===== src/hw/rtl/kde_background_pixel_classifier_defines.svh =====
// Assertion macros for the pixel classifier RTL.
// Needs signals named clock and reset in the module that uses them.
`ifndef KDE_BACKGROUND_PIXEL_CLASSIFIER_DEFINES_SVH
`define KDE_BACKGROUND_PIXEL_CLASSIFIER_DEFINES_SVH
`ifndef SYNTHESIS
`define KDE_ASSERT(lbl, prop) \
   lbl: assert property (@(posedge clock) disable iff (reset) prop) \
      else $error("kde classifier check failed");
`define KDE_ASSERT_ALWAYS(lbl, prop) \
   lbl: assert property (@(posedge clock) prop) \
      else $error("kde classifier reset check failed");
`else
`define KDE_ASSERT(lbl, prop)
`define KDE_ASSERT_ALWAYS(lbl, prop)
`endif
`endif


===== src/hw/rtl/kde_pkg.sv =====
// Shared types, constants and the exp table of the pixel classifier.
// No dependencies.
package kde_pkg;

   localparam int PIXEL_COUNT  = 16384;
   localparam int SAMPLE_SLOTS = 10;
   localparam int PIX_AW       = $clog2(PIXEL_COUNT);
   localparam int SLOT_W       = $clog2(SAMPLE_SLOTS);

   localparam logic [1:0] OP_CLASSIFY = 2'd0;
   localparam logic [1:0] OP_SAMPLE   = 2'd1;
   localparam logic [1:0] OP_MEDIAN   = 2'd2;
   localparam logic [1:0] OP_WEIGHT   = 2'd3;

   localparam logic [1:0] CSR_THRESHOLD = 2'd0;
   localparam logic [1:0] CSR_UPDATE    = 2'd1;
   localparam logic [1:0] CSR_SLOT      = 2'd2;

   localparam logic [14:0] HALF_SQ_COEF = 15'd30325;
   localparam logic [14:0] NORM_COEF    = 15'd25150;

   // exponent argument bits; x at or above 2^X_BITS gives a zero kernel
   localparam int X_BITS     = 20;
   localparam int LANE_LAT   = 3 + 2 * X_BITS + 2;
   localparam int TREE_LVL   = $clog2(SAMPLE_SLOTS);
   localparam int DENS_BITS  = 16;
   localparam int DENS_LAT   = TREE_LVL + 2 + DENS_BITS;
   localparam int PIPE_DEPTH = 1 + LANE_LAT + DENS_LAT;
   localparam int TERM_W     = 48;
   localparam int SUM_W      = TERM_W + TREE_LVL;
   localparam int T_W        = SUM_W - 31 + 1;

   typedef struct packed {
      logic [1:0]  op;
      logic [13:0] pixel_index;
      logic [3:0]  slot;
      logic [7:0]  pixel_value;
      logic [7:0]  median_value;
      logic [15:0] slot_weight;
   } req_type;

   typedef struct packed {
      logic [15:0] density;
      logic        foreground;
      logic        sample_replaced;
   } rsp_type;

   typedef struct packed {
      logic        valid;
      logic [1:0]  op;
      logic [13:0] pix;
      logic [7:0]  value;
      logic [7:0]  med;
      logic        pix_ok;
   } tag_type;

   typedef struct packed {
      logic              smp_we;
      logic [SLOT_W-1:0] smp_slot;
      logic [PIX_AW-1:0] smp_addr;
      logic [7:0]        smp_data;
      logic              med_we;
      logic [PIX_AW-1:0] med_addr;
      logic [7:0]        med_data;
   } store_wr_type;

   // Q16 exp(-2^(j-16))
   function automatic logic [15:0] exp_q16(input logic [4:0] j);
      logic [15:0] e;
      case (j)
         5'd0:  e = 16'd65535;
         5'd1:  e = 16'd65534;
         5'd2:  e = 16'd65532;
         5'd3:  e = 16'd65528;
         5'd4:  e = 16'd65520;
         5'd5:  e = 16'd65504;
         5'd6:  e = 16'd65472;
         5'd7:  e = 16'd65408;
         5'd8:  e = 16'd65280;
         5'd9:  e = 16'd65026;
         5'd10: e = 16'd64520;
         5'd11: e = 16'd63520;
         5'd12: e = 16'd61565;
         5'd13: e = 16'd57835;
         5'd14: e = 16'd51039;
         5'd15: e = 16'd39750;
         5'd16: e = 16'd24109;
         5'd17: e = 16'd8869;
         5'd18: e = 16'd1200;
         5'd19: e = 16'd22;
         default: e = 16'd0;
      endcase
      return e;
   endfunction

endpackage


===== src/hw/rtl/kde_density.sv =====
// Registered adder tree over the lane terms, then the rounded division by
// the median with saturation. Depends on kde_pkg.
module kde_density (
   input  logic                         clock,
   input  logic                         en,
   input  logic [kde_pkg::TERM_W-1:0]   term [kde_pkg::SAMPLE_SLOTS],
   input  logic [7:0]                   med,
   output logic [15:0]                  dens
);

   localparam int LVL    = kde_pkg::TREE_LVL;
   localparam int LEAVES = 2 ** LVL;
   localparam int SW     = kde_pkg::SUM_W;
   localparam int TW     = kde_pkg::T_W;
   localparam int DB     = kde_pkg::DENS_BITS;

   logic [SW-1:0] src     [LVL+1][LEAVES];
   logic [SW-1:0] node_ff [LVL][LEAVES];
   logic [7:0]    med_src [LVL+1];
   logic [7:0]    med_ff  [LVL];

   logic [TW-1:0] t_ff;
   logic [7:0]    mt_ff;

   logic [TW-1:0] rem_ff [DB+1];
   logic [DB-1:0] q_ff   [DB+1];
   logic [7:0]    dv_ff  [DB+1];
   logic          sat_ff [DB+1];

   for (genvar i = 0; i < LEAVES; i++) begin : g_leaf
      if (i < kde_pkg::SAMPLE_SLOTS) begin : g_used
         assign src[0][i] = SW'(term[i]);
      end else begin : g_pad
         assign src[0][i] = '0;
      end
   end
   assign med_src[0] = med;

   for (genvar l = 0; l < LVL; l++) begin : g_lvl
      for (genvar n = 0; n < LEAVES; n++) begin : g_node
         if (n < (LEAVES >> (l + 1))) begin : g_add
            always_ff @(posedge clock) begin
               if (en) begin
                  node_ff[l][n] <= src[l][2*n] + src[l][2*n+1];
               end
            end
         end else begin : g_zero
            always_ff @(posedge clock) begin
               if (en) begin
                  node_ff[l][n] <= '0;
               end
            end
         end
         assign src[l+1][n] = node_ff[l][n];
      end
      always_ff @(posedge clock) begin
         if (en) begin
            med_ff[l] <= med_src[l];
         end
      end
      assign med_src[l+1] = med_ff[l];
   end

   // floor((floor(sum / 2^31) + m) / 2m) is the rounded sum / (m * 2^32)
   always_ff @(posedge clock) begin
      if (en) begin
         t_ff      <= TW'(src[LVL][0] >> 31) + TW'(med_src[LVL]);
         mt_ff     <= med_src[LVL];
         rem_ff[0] <= t_ff;
         q_ff[0]   <= '0;
         dv_ff[0]  <= mt_ff;
         sat_ff[0] <= 32'(t_ff) >= (32'(mt_ff) << (DB + 1));
      end
   end

   for (genvar k = 0; k < DB; k++) begin : g_div
      localparam int J = DB - 1 - k;
      logic [31:0] shifted;
      logic        take;
      assign shifted = 32'(dv_ff[k]) << (J + 1);
      assign take    = !sat_ff[k] && (32'(rem_ff[k]) >= shifted);
      always_ff @(posedge clock) begin
         if (en) begin
            rem_ff[k+1] <= take ? rem_ff[k] - TW'(shifted) : rem_ff[k];
            q_ff[k+1]   <= q_ff[k] | (DB'(take) << J);
            dv_ff[k+1]  <= dv_ff[k];
            sat_ff[k+1] <= sat_ff[k];
         end
      end
   end

   assign dens = sat_ff[DB] ? {DB{1'b1}} : q_ff[DB];

endmodule


===== config.mk =====
export PLATFORM = sky130hd
export DESIGN_NAME = kde_density
export DESIGN_NICKNAME = d
export VERILOG_FILES = /design/src/hw/rtl/kde_background_pixel_classifier_defines.svh /design/src/hw/rtl/kde_pkg.sv /design/src/hw/rtl/kde_density.sv
export SDC_FILE = /design/constraint.sdc
export NUM_CORES = 2
export LEC_CHECK = 0
export BUFFER_PORTS_ARGS = -buffer_cell sky130_fd_sc_hd__buf_2
export CAP_MARGIN = 20
export CORE_UTILIZATION = 35
export DETAILED_ROUTE_END_ITERATION = 10
export PLACE_DENSITY = 0.64
export SYNTH_ARGS = -nofsm -noshare
export SYNTH_HDL_FRONTEND = slang
export SYNTH_MEMORY_MAX_BITS = 65536
export SYNTH_SLANG_ARGS = --single-unit

===== constraint.sdc =====
create_clock -name clock -period 3.7 [get_ports clock]
set_input_delay 0.74 -clock clock [delete_from_list [all_inputs] [get_ports clock]]
set_output_delay 0.74 -clock clock [all_outputs]
set_load 0.01 [all_outputs]

* Word level (Yosys, flattened, before mapping)
Memory sizes are Yosys's and may differ from the RTL's. Index checks and enable logic that the tools add are counted.
Operators by class: bitwise operators 16, $lt $le $gt $ge 17, reductions and logical operators 32, add/sub/neg operators 29, muxes and demuxes 19
Operators by type and width (number):
- $mux 22 | 16
- $add 52x52->52 | 5
- $add 48x48->49 | 5
- $sub 22x22->22 | 3
- $add 52x52->52 const AB | 1
- $add 52x52->52 const B | 1
- $ge 22x25->1 | 1
- $ge 22x24->1 | 1
- $ge 22x23->1 | 1
- $add 21x8->22 | 1
- $ge 22x10->1 | 1
- $ge 22x11->1 | 1
- $ge 22x12->1 | 1
- $ge 22x13->1 | 1
- $ge 22x14->1 | 1
- $ge 22x15->1 | 1
- $ge 22x16->1 | 1
- $ge 22x17->1 | 1
- $ge 22x18->1 | 1
- $ge 22x19->1 | 1
- $ge 22x20->1 | 1
- $ge 22x21->1 | 1
- $ge 22x22->1 | 1
- $ge 22x9->1 | 1
- other kinds (33) | 64
Word-level totals: bits in registers 30, memories kept 6, RAM bits 1859, word-level logic and storage cells 121, output and inout port bits 16
Memories:
- node_ff | words 4, width 257, rd ports 4, clocked after Yosys merged registers in 0, write ports 4, line kde_density.sv:18 | logic [SW-1:0] node_ff [LVL][LEAVES];
- rem_ff | words 17, width 22, rd ports 16, clocked after Yosys merged registers in 0, write ports 17, line kde_density.sv:25 | logic [TW-1:0] rem_ff [DB+1];
- q_ff | words 17, width 16, rd ports 17, clocked after Yosys merged registers in 0, write ports 17, line kde_density.sv:26 | logic [DB-1:0] q_ff [DB+1];
- dv_ff | words 17, width 8, rd ports 16, clocked after Yosys merged registers in 0, write ports 17, line kde_density.sv:27 | logic [7:0] dv_ff [DB+1];
- med_ff | words 4, width 8, rd ports 4, clocked after Yosys merged registers in 0, write ports 4, line kde_density.sv:20 | logic [7:0] med_ff [LVL];
- sat_ff | words 17, width 1, rd ports 17, clocked after Yosys merged registers in 0, write ports 17, line kde_density.sv:28 | logic sat_ff [DB+1];

* Longest topological paths before layout
An unclocked memory read counts as a cell.
depth after elaboration 4, mapped depth 15

* Worst setup path before layout
OpenSTA, ideal clock, no wires.
path type input -> register, from input port term[192] (netlist bit), to memory node_ff[0][149] (netlist bit) (data pin), stages on the path 13, setup time 0.255 ns, path slack -0.224 ns, required time 3.445 ns, arrival 3.669 ns, cells stage by stage ha_1 fa_1 a21oi_1 o22ai_1 a2111oi_2 o22ai_1 a31o_2 o41ai_4 o31a_2 nand4_1 a21oi_2 o31ai_1 a31o_1
RTL lines:
- start, declared | line kde_density.sv:6 | input logic [kde_pkg::TERM_W-1:0] term [kde_pkg::SAMPLE_SLOTS],
- end, declared | line kde_density.sv:18

==> results.json <==
{
  "cts-root-buf": "clkbuf_16",
  "postSynthAreaPerCell_um2": 12.02,
  "vias_per_cell": 5.130,
  "nets": 7668,
  "synthTopCellsByArea": "edfxtp_1 (54%), ha_1 (11%), xnor2_1 (4.6%), a21o_1 (3.9%), a21oi_1 (3.3%)",
  "min_period_ps": 3551,
  "cts.clk_slew.worst_paths_ps": 60,
  "whs_path_depth": 1,
  "finalPower_mw": 48.57,
  "async_flop_share": 0,
  "setup_violations": 0,
  "peakVddDrop_uv": 464.9,
  "core_area_um2": 190600,
  "crit_arrival_ps": 4070,
  "cts_tree": "built",
  "ios": 506,
  "required_ps": 4220,
  "synth.distinct_cells": 92,
  "drive_above_1_share": 0.1958,
  "fin_hold_ws_ps": 120.0,
  "cts.sinks": 1210,
  "grt_overflow": 0,
  "synth_compound_area_frac": 0.1497,
  "crit_path_end_kind": "register",
  "ys_seq_area_frac": 0.5402,
  "leakage_nw": 33.43,
  "antenna_found_initial": 10,
  "worst-path-max-fanout": 6,
  "cts_buffers": 133,
  "crit_path_start_kind": "register",
  "max_stage_delay_ps": 570,
  "drt_iter0_drc": 2898,
  "die_h_um": 440.4,
  "synthTopCellsByCount": "edfxtp_1 (1210), ha_1 (574), a21oi_1 (444)",
  "power_density_nw_per_um2": 600.5,
  "post_drt_wl_per_cell_um": 18.80,
  "gp_congestion": 1.016,
  "postRouteAntennaNets": 0,
  "worstHoldPathType": "input pin to register",
  "finalSetupTns_ps": 0,
  "netlist_area_um2": 67260,
  "outcome": "finished, final reports clean",
  "crit_chain": "ha_4 > and3_1 > nand3_1 > or4_4 > a2111oi_2 > buf_4 > a221oi_2 > buf_12 > nor3_1 > a211o_1 > a21o_1 > a41oi_1 > nor2b_2 > a31oi_1",
  "rsz0062_at_grt": "yes",
  "hp-start": "med[5]",
  "initial_core_util": 0.3529,
  "grt_pass1_vias": 48400,
  "fp.dieW_um": 440.4,
  "grt_max_degree": 114,
  "ys_ff_latch": 1210,
  "fin_worst_skew_ps": 60.29,
  "clk-insertion-delay-late_ps": 790,
  "drc": 0,
  "postCtsHoldBufs": 0,
  "dieArea_um2": 193900,
  "synth-edff-count": 1210,
  "regToRegSetupSlack_ps": 150,
  "dr_total_vias": 47170,
  "timing.rr.start": "node_ff[2][181]",
  "synth_top_cell_area_share": 0.5402,
  "io_buffers": 505,
  "crit_start": "node_ff[2][181]",
  "syn_to_final_growth_pct": 20.25,
  "maxSlewHeadroom": 0.4666,
  "h-tree-depth": 4,
  "dp_cells": 8949,
  "rr_worst_depth": 14,
  "synth_top_family_by_area": "compound AO/OA/AOI/OAI gates",
  "final_area_um2": 80880,
  "synth_mux_area_frac": 0.009245,
  "groute.usage.overall": 0.1753,
  "grt_pass1_wl_um": 263800,
  "syn_inst": 5595,
  "clockBufferDepth": 3,
  "crit_type": "register to register",
  "ys_warn_count": 0,
  "syn-num-nets": 6683,
  "hold_viol_final": 0,
  "synthAdderAreaFrac": 0.1139,
  "synth_flop_cell": "edfxtp_1",
  "hpwl_um": 138400,
  "placed_area_um2": 76090,
  "synth.most_common_cell": "edfxtp_1",
  "rows": 160,
  "yosys.area.top_type": "edfxtp_1",
  "max_cap_viol_count": 0,
  "yosys.area_share.simple": 0.09357,
  "maxSlewViolCount": 0,
  "tightest_slew_ps": 779.9,
  "fin_crit_sh": 0.9598,
  "fmax_mhz": 281.6,
  "totalWireLength_um": 172800,
  "stdcell_count": 9195,
  "cp_slowest_cell": "or4_4",
  "synthXorXnorAreaFrac": 0.07214,
  "firstDrtPassIters": 6
}
==> through the flow <==
step | setup WS, ps | utilization
2_1_floorplan | -3.403 | -
3_3_place_gp | -606.5 | 0.3993
3_5_place_dp | -623.4 | 0.3993
4_1_cts | 3.092 | 0.4229
5_1_grt | -21.93 | 0.4244
6_report | 148.7 | 0.4244
==> layout make-up <==
type / count / area [um2]
clock buffers: 158 / 3422
repair buffers: 960 / 6141
clock inverters: 76 / 1045
diodes: 5 / 12.51
well taps: 2511 / 3142
flip-flops and latches: 1210 / 36330
multi-input cells: 4005 / 29770
inverters: 270 / 1013
fillers: 17790 / 109700
==> layout by cell type (no fill, tap or decap), types with 104 or more instances in the layout <==
cell | netlist | routed
nand3_1 | 104 | 104
xnor2_1 | 350 | 350
buf_4 | 0 | 440
xor2_1 | 204 | 204
clkbuf_16 | 0 | 133
nor2_1 | 269 | 269
a21o_1 | 347 | 347
o21ai_0 | 312 | 306
inv_1 | 270 | 270
edfxtp_1 | 1210 | 1210
a21oi_1 | 444 | 436
buf_2 | 2 | 504
nand2_1 | 318 | 318
ha_1 | 574 | 571
==> layer usage <==
metal,global-route usage,up-vias,wire length [um]
met5,0,-,61
met4,0.08584,8,8595
met3,0.02725,339,7245
met2,0.3248,1231,89470
met1,0.1934,22480,67470
li1,-,23110,-
==> power by group <==
part | switching (mW) | total, mW | internal, mW | leakage, nW
clock network | 5.65 | 13.5 | 7.80 | 2.16
registers | 1.03 | 19.5 | 18.4 | 11.9
logic | 8.73 | 15.7 | 6.92 | 19.4
==> path summary, 6_finish.rpt <==
path | endpoint
setup reg to reg | node_ff[3][254]
hold reg to reg | node_ff[2][169]
hold / removal | med_ff[0][5]
setup / recovery | node_ff[3][254]
==> registers in the layout, indices dropped and copies added, names as in the netlist <==
signal and cells:
dv_ff 128, q_ff 136, med_ff 32, sat_ff 17
node_ff 515, rem_ff 352, t_ff 22, mt_ff 8
==> cell families after synthesis <==
group	after synthesis
flops	1210
fa+ha+maj	598
mux	56
buf+inv	380
compound gates	1552
simple gates	1245
xor+xnor	554
==> repair_timing <==
item | in CTS | in global routing
gates resized for setup | 12 | 40
pin swaps | 7 | 17
gates cloned | 0 | 0
buffers inserted | 0 | 7
setup endpoints to repair | 19 | 35
==> critical path, delay by kind of cell (launching register included) <==
family / cells / cell delay [ps]
AND/OR/NAND/NOR: 5 / 1220
AO/OA/AOI/OAI: 6 / 950
flip-flops: 1 / 450
buffers and inverters: 2 / 350
adder cells (fa/ha/maj): 1 / 300
Note: power is estimated with default switching activity, not from simulation.
